`config.mk`:
```
export PLATFORM = sky130hd
export DESIGN_NAME = indent_dedent_tracker
export DESIGN_NICKNAME = d
export VERILOG_FILES = /design/src/hw/rtl/idt_pkg.sv /design/src/hw/rtl/idt_cell.sv /design/src/hw/rtl/idt_stack.sv /design/src/hw/rtl/indent_dedent_tracker.sv
export SDC_FILE = /design/constraint.sdc
export NUM_CORES = 2
export LEC_CHECK = 0
export BUFFER_PORTS_ARGS = -buffer_cell sky130_fd_sc_hd__buf_2
export CAP_MARGIN = 30
export CORE_ASPECT_RATIO = 0.5
export CORE_MARGIN = 2
export CORE_UTILIZATION = 35
export DETAILED_ROUTE_END_ITERATION = 12
export MAX_ROUTING_LAYER = met4
export PLACE_DENSITY_LB_ADDON = 0.2
export SLEW_MARGIN = 20
export SYNTH_ARGS = -nofsm -noshare
export SYNTH_HDL_FRONTEND = slang
export SYNTH_HIERARCHICAL = 1
export SYNTH_SLANG_ARGS = --single-unit
```
`constraint.sdc`:
```
create_clock -name clk -period 7.1 [get_ports clk]
set_input_delay 0.71 -clock clk [delete_from_list [all_inputs] [get_ports clk]]
set_output_delay 0.71 -clock clk [all_outputs]
set_load 0.05 [all_outputs]
```
`src/hw/rtl/idt_pkg.sv`:
```
`default_nettype none

package idt_pkg;

	localparam int unsigned IndentW = 12;
	localparam int unsigned LevelW  = 6;

	typedef enum logic [1:0] {
		KIND_NONE   = 2'd0,
		KIND_INDENT = 2'd1,
		KIND_DEDENT = 2'd2,
		KIND_EOF    = 2'd3
	} kind_t;

	typedef enum logic [1:0] {
		ERR_OK    = 2'd0,
		ERR_DEEP  = 2'd1,
		ERR_ALIGN = 2'd2,
		ERR_HALT  = 2'd3
	} err_t;

	typedef enum logic {
		ACT_LINE = 1'b0,
		ACT_END  = 1'b1
	} action_t;

	// Shift command broadcast to every cell of the stack
	typedef enum logic [1:0] {
		OP_HOLD = 2'd0,
		OP_PUSH = 2'd1,
		OP_POP  = 2'd2
	} stk_op_t;

	typedef struct packed {
		action_t             action;
		logic [IndentW-1:0]  indent_width;
	} req_t;

	typedef struct packed {
		kind_t              token_kind;
		err_t               error_code;
		logic [LevelW-1:0]  level;
		logic               last;
	} rsp_t;

endpackage

`default_nettype wire

```
`src/hw/rtl/idt_cell.sv`:
```
`default_nettype none

module idt_cell
	import idt_pkg::*;
#(
	parameter int unsigned WIDTH_BITS = 12
) (
	input  wire logic                  clk,
	input  wire stk_op_t               op,
	input  wire logic [WIDTH_BITS-1:0] above,
	input  wire logic [WIDTH_BITS-1:0] below,
	output logic      [WIDTH_BITS-1:0] val
);

	logic [WIDTH_BITS-1:0] val_q;

	// take from the neighbor nearer the top on push, from the one below on pop
	always_ff @(posedge clk) begin
		unique case (op)
			OP_PUSH: val_q <= above;
			OP_POP:  val_q <= below;
			default: val_q <= val_q;
		endcase
	end

	assign val = val_q;

endmodule

`default_nettype wire

```
`src/hw/rtl/idt_stack.sv`:
```
`default_nettype none

module idt_stack
	import idt_pkg::*;
#(
	parameter int unsigned STACK_DEPTH = 64,
	parameter int unsigned WIDTH_BITS  = 12
) (
	input  wire logic                  clk,
	input  wire stk_op_t               op,
	input  wire logic [WIDTH_BITS-1:0] push_width,
	output logic      [WIDTH_BITS-1:0] top_width,
	output logic      [WIDTH_BITS-1:0] next_width
);

	// the bottom entry is always zero and is not stored
	localparam int unsigned NCells = STACK_DEPTH - 1;

	logic [WIDTH_BITS-1:0] vals [NCells];

	for (genvar i = 0; i < NCells; i++) begin : g_cell
		logic [WIDTH_BITS-1:0] above;
		logic [WIDTH_BITS-1:0] below;

		if (i == 0) begin : g_first
			assign above = push_width;
		end else begin : g_mid
			assign above = vals[i-1];
		end

		if (i == NCells - 1) begin : g_last
			assign below = vals[i];
		end else begin : g_inner
			assign below = vals[i+1];
		end

		idt_cell #(
			.WIDTH_BITS(WIDTH_BITS)
		) u_cell (
			.clk  (clk),
			.op   (op),
			.above(above),
			.below(below),
			.val  (vals[i])
		);
	end

	assign top_width = vals[0];

	if (NCells > 1) begin : g_next
		assign next_width = vals[1];
	end else begin : g_no_next
		assign next_width = '0;
	end

endmodule

`default_nettype wire

```
`src/hw/rtl/indent_dedent_tracker.sv`:
```
`default_nettype none

// The first result of an item is registered and shows in the cycle after acceptance.
// An item producing n results occupies the block until its last result is emitted, stalling
//   while the output register is full; each DEDENT is one pop of the cell chain.
// The next item is taken once the last result of the previous one is emitted and the output register has room.
// Reset (arst_n low, asynchronous): stack empty down to its zero bottom, no error, no result.
module indent_dedent_tracker
	import idt_pkg::*;
#(
	parameter int unsigned STACK_DEPTH = 64,
	parameter int unsigned WIDTH_BITS  = 12
) (
	input  wire logic clk,
	input  wire logic arst_n,
	input  wire logic req_valid,
	output logic      req_ready,
	input  wire req_t req,
	output logic      rsp_valid,
	input  wire logic rsp_ready,
	output rsp_t      rsp
);

	localparam int unsigned LevW = $clog2(STACK_DEPTH);
	localparam logic [LevW-1:0] MaxLevel = LevW'(STACK_DEPTH - 1);

	typedef enum logic [1:0] {
		ST_IDLE,
		ST_DEDENT,
		ST_EOF,
		ST_ALIGN
	} state_t;

	state_t                state_q;
	state_t                state_d;
	logic [LevW-1:0]       level_q;
	logic [LevW-1:0]       level_d;
	logic                  error_q;
	logic [WIDTH_BITS-1:0] width_q;
	logic                  rsp_valid_q;
	rsp_t                  rsp_q;

	logic                  rsp_free;
	logic                  accept;
	logic [WIDTH_BITS-1:0] width_in;
	logic [WIDTH_BITS-1:0] cur_w;
	logic [WIDTH_BITS-1:0] cell_top;
	logic [WIDTH_BITS-1:0] cell_next;
	logic [WIDTH_BITS-1:0] top_w;
	logic [WIDTH_BITS-1:0] next_top_w;
	logic [WIDTH_BITS+IndentW-1:0] width_ext;
	logic [LevW+LevelW-1:0]        level_ext;

	stk_op_t               op;
	logic                  emit;
	kind_t                 emit_kind;
	err_t                  emit_err;
	logic                  emit_last;
	logic                  set_err;

	// Mask or zero-extend the incoming width to the stored width
	assign width_ext = {{WIDTH_BITS{1'b0}}, req.indent_width};
	assign width_in  = width_ext[WIDTH_BITS-1:0];

	// Room in the output register for a new result this cycle
	assign rsp_free  = !rsp_valid_q || rsp_ready;
	assign req_ready = (state_q == ST_IDLE) && rsp_free;
	assign accept    = req_valid && req_ready;

	// During a dedent run compare against the width held from the item
	assign cur_w = (state_q == ST_IDLE) ? width_in : width_q;

	// Top of stack and the entry under it; the bottom level reads as zero
	assign top_w      = (level_q != '0) ? cell_top : '0;
	assign next_top_w = (level_q > LevW'(1)) ? cell_next : '0;

	idt_stack #(
		.STACK_DEPTH(STACK_DEPTH),
		.WIDTH_BITS (WIDTH_BITS)
	) u_stack (
		.clk       (clk),
		.op        (op),
		.push_width(width_in),
		.top_width (cell_top),
		.next_width(cell_next)
	);

	// Decide the result and stack move for this cycle
	always_comb begin
		state_d   = state_q;
		op        = OP_HOLD;
		emit      = 1'b0;
		emit_kind = KIND_NONE;
		emit_err  = ERR_OK;
		emit_last = 1'b1;
		set_err   = 1'b0;

		unique case (state_q)
			ST_IDLE: begin
				if (accept) begin
					emit = 1'b1;
					if (error_q) begin
						// halted: answer every item with one error result
						emit_err = ERR_HALT;
					end else if (req.action == ACT_END) begin
						if (level_q == '0) begin
							emit_kind = KIND_EOF;
						end else begin
							// close open levels first, EOF comes at the end
							op        = OP_POP;
							emit_kind = KIND_DEDENT;
							emit_last = 1'b0;
							state_d   = ST_EOF;
						end
					end else if (cur_w > top_w) begin
						if (level_q == MaxLevel) begin
							emit_err = ERR_DEEP;
							set_err  = 1'b1;
						end else begin
							op        = OP_PUSH;
							emit_kind = KIND_INDENT;
						end
					end else if (cur_w < top_w) begin
						// first pop of a dedent run; look one entry ahead for the end
						op        = OP_POP;
						emit_kind = KIND_DEDENT;
						emit_last = (next_top_w == cur_w);
						if (next_top_w > cur_w) begin
							state_d = ST_DEDENT;
						end else if (next_top_w < cur_w) begin
							state_d = ST_ALIGN;
						end
					end
				end
			end
			ST_DEDENT: begin
				if (rsp_free) begin
					emit      = 1'b1;
					op        = OP_POP;
					emit_kind = KIND_DEDENT;
					emit_last = (next_top_w == cur_w);
					if (next_top_w < cur_w) begin
						state_d = ST_ALIGN;
					end else if (next_top_w == cur_w) begin
						state_d = ST_IDLE;
					end
				end
			end
			ST_EOF: begin
				if (rsp_free) begin
					emit = 1'b1;
					if (level_q != '0) begin
						op        = OP_POP;
						emit_kind = KIND_DEDENT;
						emit_last = 1'b0;
					end else begin
						emit_kind = KIND_EOF;
						state_d   = ST_IDLE;
					end
				end
			end
			ST_ALIGN: begin
				if (rsp_free) begin
					// new top missed the line's width
					emit     = 1'b1;
					emit_err = ERR_ALIGN;
					set_err  = 1'b1;
					state_d  = ST_IDLE;
				end
			end
			default: begin
				state_d = ST_IDLE;
			end
		endcase
	end

	always_comb begin
		unique case (op)
			OP_PUSH: level_d = level_q + LevW'(1);
			OP_POP:  level_d = level_q - LevW'(1);
			default: level_d = level_q;
		endcase
	end

	// Output level field is the low bits of the open-level count
	assign level_ext = {{LevelW{1'b0}}, level_d};

	// State, level, sticky error, held width and the output register
	always_ff @(posedge clk or negedge arst_n) begin
		if (!arst_n) begin
			state_q     <= ST_IDLE;
			level_q     <= '0;
			error_q     <= 1'b0;
			width_q     <= '0;
			rsp_valid_q <= 1'b0;
			rsp_q       <= '0;
		end else begin
			state_q <= state_d;
			level_q <= level_d;
			if (set_err) begin
				error_q <= 1'b1;
			end
			if (accept) begin
				width_q <= width_in;
			end
			if (emit) begin
				rsp_valid_q      <= 1'b1;
				rsp_q.token_kind <= emit_kind;
				rsp_q.error_code <= emit_err;
				rsp_q.level      <= level_ext[LevelW-1:0];
				rsp_q.last       <= emit_last;
			end else if (rsp_ready) begin
				rsp_valid_q <= 1'b0;
			end
		end
	end

	assign rsp_valid = rsp_valid_q;
	assign rsp       = rsp_q;

endmodule

`default_nettype wire
```
# Word level (Yosys, flattened, before mapping)
# Cells that the tools add are included.
[totals]
register_bits = 789
inputBits = 17
out_inout_bits = 13
wordCells = 234
[op_classes]
n_addsub = 2
n_lt_le_gt_ge = 5
eq_ne = 18
n_mux = 126
reduce_logical = 11
[op_table]
columns = ["cell", "n"]
rows = [
  ["12-bit case mux with 2 select lines", 62],
  ["2-bit two-way mux", 29],
  ["12-bit two-way mux", 3],
  ["12-bit > comparator", 2],
  ["12-bit less-than comparator", 2],
  ["1-bit two-way mux", 24],
  ["12-bit == test", 1],
  ["2-bit != test, second input constant", 6],
  ["2-bit case mux with 3 select lines", 2],
  ["6-bit case mux with 2 select lines", 1],
  ["11-bit AND reduction", 1],
  ["3-bit != test, second input constant", 3],
  ["2-bit case mux with 4 select lines", 1],
  ["6-bit by 1-bit adder with 6-bit output, second input constant", 1],
  ["2-bit == test, second input constant", 3],
  ["6-bit == test, second input constant", 1],
  ["6-bit by 1-bit > comparator with 1-bit output, second input constant", 1],
  ["6-bit zero test", 1],
  ["6-bit nonzero test", 1],
  ["6-bit by 1-bit subtractor with 6-bit output, second input constant", 1],
  ["2-bit by 1-bit == test with 1-bit output, second input constant", 2],
  ["4-bit by 2-bit != test with 1-bit output, second input constant", 1],
  ["1-bit case mux with 2 select lines", 2],
  ["2-bit case mux with 2 select lines", 1],
  ["other kinds (8)", 10],
]

# Logic depth before layout (Yosys ltp)
[depth]
ltp_word = 11
ltp_mapped = 21
depth_no_buf = 18

# By module
# The synthesis kept the hierarchy.
[by_module_without_submodules]
columns = ["mod", "n_inst", "cells_per_inst", "area_per_inst_um2", "seq_area_each_um2"]
rows = [
  ["idt_cell", 63, 28, 564.3, 360.3],
  ["indent_dedent_tracker", 1, 297, 2682.6, 825.8],
]

# Worst setup path before layout
# OpenSTA, ideal clock, no wires.
[synth_path]
kind = "reg2reg"
startpoint = "register state_q[0]"
endpoint = "register rsp_q, in the netlist rsp[4]"
setup_time_ps = 67
arrival_time_ps = 6896
t_required_ps = 7033
slack_ps = 137
path_stages_with_launch = 20
n_path_buf = 3
synth_period_minus_slack_ps = 6963
cell_sequence = "dfrtp_1 -> inv_1 -> ha_1 -> buf_2 -> buf_2 -> mux2_2 -> ha_1 -> and3_1 -> a221oi_2 -> nor3_2 -> o21ai_1 -> or2_1 -> nor3_1 -> ha_1 -> clkbuf_1 -> inv_1 -> nor2_1 -> a211oi_1 -> a21oi_1 -> mux2_2"
[synth_via]
word_cells_on_any_way = 21
classes_between = "2 x order compare; 5 x eq/ne; 10 x mux; 4 x reduce/logical"
[synth_lines]
columns = ["element", "line", "rtl"]
rows = [
  ["start: declaration", "indent_dedent_tracker.sv:34", "state_t state_q;"],
  ["start signal: assignment", "indent_dedent_tracker.sv:198", "state_q <= state_d;"],
  ["2-bit zero test", "indent_dedent_tracker.sv:67, indent_dedent_tracker.sv:71, indent_dedent_tracker.sv:98", ""],
  ["12-bit two-way mux", "indent_dedent_tracker.sv:71", "assign cur_w = (state_q == ST_IDLE) ? width_in : width_q;"],
  ["12-bit > comparator", "indent_dedent_tracker.sv:115", "end else if (cur_w > top_w) begin"],
  ["2-bit two-way mux", "indent_dedent_tracker.sv:115", ""],
  ["2-bit two-way mux", "indent_dedent_tracker.sv:105", "end else if (req.action == ACT_END) begin"],
  ["2-bit two-way mux", "indent_dedent_tracker.sv:102", "if (error_q) begin"],
  ["2-bit two-way mux", "indent_dedent_tracker.sv:100", "if (accept) begin"],
  ["2-bit case mux with 3 select lines (*)", "indent_dedent_tracker.sv:98", "unique case (state_q)"],
  ["named net op[0]", "indent_dedent_tracker.sv:54", "stk_op_t op;"],
  ["2-bit == test / 2-bit by 1-bit == test with 1-bit output (equally long branches)", "indent_dedent_tracker.sv:178", "unique case (op)"],
  ["6-bit case mux with 2 select lines (*)", "indent_dedent_tracker.sv:178", ""],
  ["named net level_d[3]", "indent_dedent_tracker.sv:37", "logic [LevW-1:0] level_d;"],
  ["end: declaration", "indent_dedent_tracker.sv:41", "rsp_t rsp_q;"],
]
# The timed path passes the listed nets; every way through them passes the cells marked *.
# A chain may end at the register's enable or synchronous reset.

# Worst setup path in the final report
[layout_path]
startpoint = "register state_q[0]"
endpoint = "register rsp_q, in the netlist rsp[6]"
[layout_via]
elab_chain_len = 11
word_cells_on_any_way = 21
classes_between = "2 x order compare; 5 x eq/ne; 10 x mux; 4 x reduce/logical"
[layout_rtl]
columns = ["element", "line", "rtl"]
rows = [
  ["2-bit zero test", "indent_dedent_tracker.sv:67, indent_dedent_tracker.sv:71, indent_dedent_tracker.sv:98", ""],
  ["12-bit two-way mux", "indent_dedent_tracker.sv:71", ""],
  ["12-bit less-than comparator", "indent_dedent_tracker.sv:123", "end else if (cur_w < top_w) begin"],
  ["2-bit two-way mux", "indent_dedent_tracker.sv:123", ""],
  ["2-bit two-way mux", "indent_dedent_tracker.sv:115", ""],
  ["2-bit two-way mux", "indent_dedent_tracker.sv:105", ""],
  ["2-bit two-way mux", "indent_dedent_tracker.sv:102", ""],
  ["2-bit two-way mux", "indent_dedent_tracker.sv:100", ""],
  ["2-bit case mux with 3 select lines (*)", "indent_dedent_tracker.sv:98", ""],
  ["named net op[1]", "indent_dedent_tracker.sv:54", ""],
  ["2-bit == test / 2-bit by 1-bit == test with 1-bit output (equally long branches)", "indent_dedent_tracker.sv:178", ""],
  ["6-bit case mux with 2 select lines (*)", "indent_dedent_tracker.sv:178", ""],
  ["named net level_d[5]", "indent_dedent_tracker.sv:37", ""],
]
# Marks and branches as above.

==> results.toml <==
[status]
outcome = "completed"

[logic_synthesis]
syn-num-nets = 2177
yosysMostFrequentCell = "edfxtp_1"
synth_edf_count = 756
synthTopCellsByArea = "edfxtp_1 (59%), mux2_4 (25%), mux2_2 (4.3%)"
synth_commonest_cells = "edfxtp_1 (756), mux2_4 (630), inv_1 (151), mux2_2 (145), ha_1 (99)"
yosys.area_share.xor_xnor_pct = 0
synth_compound_area_share_pct = 1.08
dominantRegCellSynth = "edfxtp_1"
synthCells = 2061
synthSimpleGateAreaFrac_pct = 1.35
synth_warnings = 6
synth_top_family_by_area = "multiplexers"
ys_types = 53
synthArstFlopShare_pct = 4.18
synth_top_area_cell = "edfxtp_1"
syn_area_sq_um = 38200
ys_ff_latch = 789
syn_avg_cell_area_sq_um = 18.6
synthMuxAreaShare_pct = 29.3
synth_top_area_share_pct = 59.4
synthAdderAreaFrac_pct = 3.24
seq_area_frac_synth_pct = 61.5

[die]
core_sq_um = 108000
chipWidth_microns = 471
num_io_pins = 30
fp-row-count = 85
start_util_pct = 35.4
dieHeight_microns = 238
die_area_sq_um = 112000

[critical_path]
r2r-end = "rsp[6]"
reg2regPathDepth = 17
end_kind = "register"
crit_type = "register to register"
r2r_slack_ns = 1.77
cp-start-kind = "register"
r2r_start = "state_q[0]"
worstPathMaxFanout = 32
cp.required_ns = 7.69
cp_data_arrival_time_ns = 5.93

[power]
peakVddDrop_v = 0.000280
p_int_uw = 15800
p_leak_uw = 0.0149
switchingPower_uw = 7610
p_comb_share_pct = 40.3
power_density_nw_per_um2 = 559
seq_power_share_pct = 42.5
switching_share_pct = 32.5
pwr-share-clk_pct = 17.2

[timing]
fin_hold_ws_ns = 0.135
final_hold_viol_count = 0
fmax_mhz = 188
finalSetupTns_ns = 0
setup_viol = 0
maxSlewViolCount = 0
fin_crit_ns = 5.33
rsz0062_at_grt = "false"
finClkSkew_ns = 0.0146
worst_slack_ns = 1.77
fin_crit_sh_pct = 75.1
tightestPinTransition_ns = 0.897
maxSlewHeadroom_pct = 40.2

[place]
io_buffers = 29
place_hpwl_mm = 52.1
dp_slack_ns = 1.73
gp_congestion = 0.748

[cts]
clk_latency_ns = 0.66
cts_resized = 0
root_buffer = "clkbuf_16"
clk_pin_slew_ns = 0.06
cts_tree = "yes"
clock-sinks = 789
hold_buffers = 0
cts_buffers = 78
cts_buffer_depth = 3
htreeDepth = 3
cts_setup_buffers = 0

[worst_hold_path]
hold_class = "primary input to asynchronous set/reset pin"

[flow_run]
cap_violations = 0

[final_layout]
fillCellCount = 9739
area_growth_syn_to_layout_pct = 9.54
nets = 2216
num_antenna_cells = 0
drive_gt1_share_pct = 43.0

[grt]
track_usage_pct = 13.4
first_global_vias = 17800
grt_pass1_wl_mm = 113
antenna_found_initial = 0
grt_max_degree = 65
grt-ovfl-total = 0

[drt]
drc = 0
wl_met2_mm = 34.2
dr.pass1.iters = 5
highest_layer = "met4"
drt_iter0_drc = 1147
wire_per_inst_microns = 20.6
wirelength_mm = 73.9
met1_length_mm = 36.4
viasPerCell = 4.70
num_vias = 16900
postRouteAntennaNets = 0
dr_wl_met3_mm = 2.23
final cells by class:
cell class                      instances  area [sq um]  area share, %
Sequential cell                       789         23500           56.2
Multi-Input combinational cell       1047         13400           32.0
Clock buffer                           99          2050           4.91
Tap cell                             1435          1800           4.29
Inverter                              151           567           1.35
Clock inverter                         41           363          0.866
Timing Repair Buffer                   33           175          0.418
cells in the final DEF (no fill, tap or decap), drive strengths merged, types with 3 or more instances in the layout:
cell / Yosys / routed
a211oi: 3 / 3
a21o: 5 / 5
a21oi: 12 / 12
a22oi: 3 / 3
a31oi: 4 / 4
and3: 4 / 4
buf: 68 / 33
bufinv: 0 / 4
clkbuf: 6 / 99
clkinv: 0 / 32
dfrtp: 33 / 33
edfxtp: 756 / 756
ha: 99 / 99
inv: 151 / 155
mux2: 776 / 776
mux2i: 11 / 11
nand2: 41 / 41
nand3: 10 / 10
nand4: 6 / 6
nor2: 14 / 14
nor2b: 13 / 13
nor3: 5 / 5
o21a: 3 / 3
o21ai: 8 / 8
o31ai: 4 / 4
power groups by stage:
stage	Combinational, uW	Clock [uW]	Sequential, uW
2_1_floorplan	8320	0	9250
4_1_cts	9540	4170	10000
3_5_place_dp	9470	0	10100
6_report	9440	4030	9950
3_3_place_gp	9320	0	10100
5_1_grt	10200	4360	10200
registers in the layout (all words and copies together), names as in the netlist:
name                       cells
rsp                           11
rsp_valid                      1
error_q                        1
width_q                       12
u_stack/g_cell.u_cell/val    756
level_q                        6
state_q                        2
per-layer routing:
layer / GRT usage (%) / vias up
li1: - / 7930
met1: 18.4 / 8674
met2: 20.8 / 215
met3: 2.36 / 90
met4: 3.04 / 0
met5: - / -
worst max-delay path, stage by stage (launching register included):
cell and delay (ns):
dfrtp_1 0.41, inv_1 0.13, ha_1 0.72, mux2_2 0.43, ha_1 0.31, and3_1 0.22, a221oi_2 0.32, nor3_2 0.08
o21ai_1 0.34, nand3_1 0.23, a21oi_4 0.18, buf_4 0.44, ha_1 0.43, inv_1 0.12, or4_1 0.47, a21oi_1 0.16
o21a_2 0.15, mux2_1 0.12
metrics by stage:
| step | util (%) | total power [uW] | instance area (sq um) | instances |
|---|---|---|---|---|
| floorplan | - | 17600 | 38200 | 2061 |
| CTS | 38.8 | 23700 | 41900 | 3595 |
| finish | 38.8 | 23400 | 41900 | 3595 |
| detailed placement | 36.6 | 19600 | 39500 | 3455 |
| global route | 38.8 | 24700 | 41900 | 3595 |
| global placement | 36.6 | 19400 | 39500 | 3455 |
cell families after synthesis:
family	count (synthesis)
adders and majority gates	99
AOI/OAI and AO/OA	58
muxes	787
DFF	789
buffers and inverters	225
and+or+nand+nor	103
worst max path at each step:
stage                          start                           endpoint
final                     state_q[0]                             rsp[6]
after global routing      state_q[0]                             rsp[6]
after CTS                 state_q[0]                             rsp[6]
after detailed placement  state_q[0]  u_stack/g_cell[18].u_cell/val[10]
after global placement    state_q[0]  u_stack/g_cell[18].u_cell/val[10]
after floorplan           state_q[0]                             rsp[4]
Note: power is estimated with default switching activity, not from simulation.
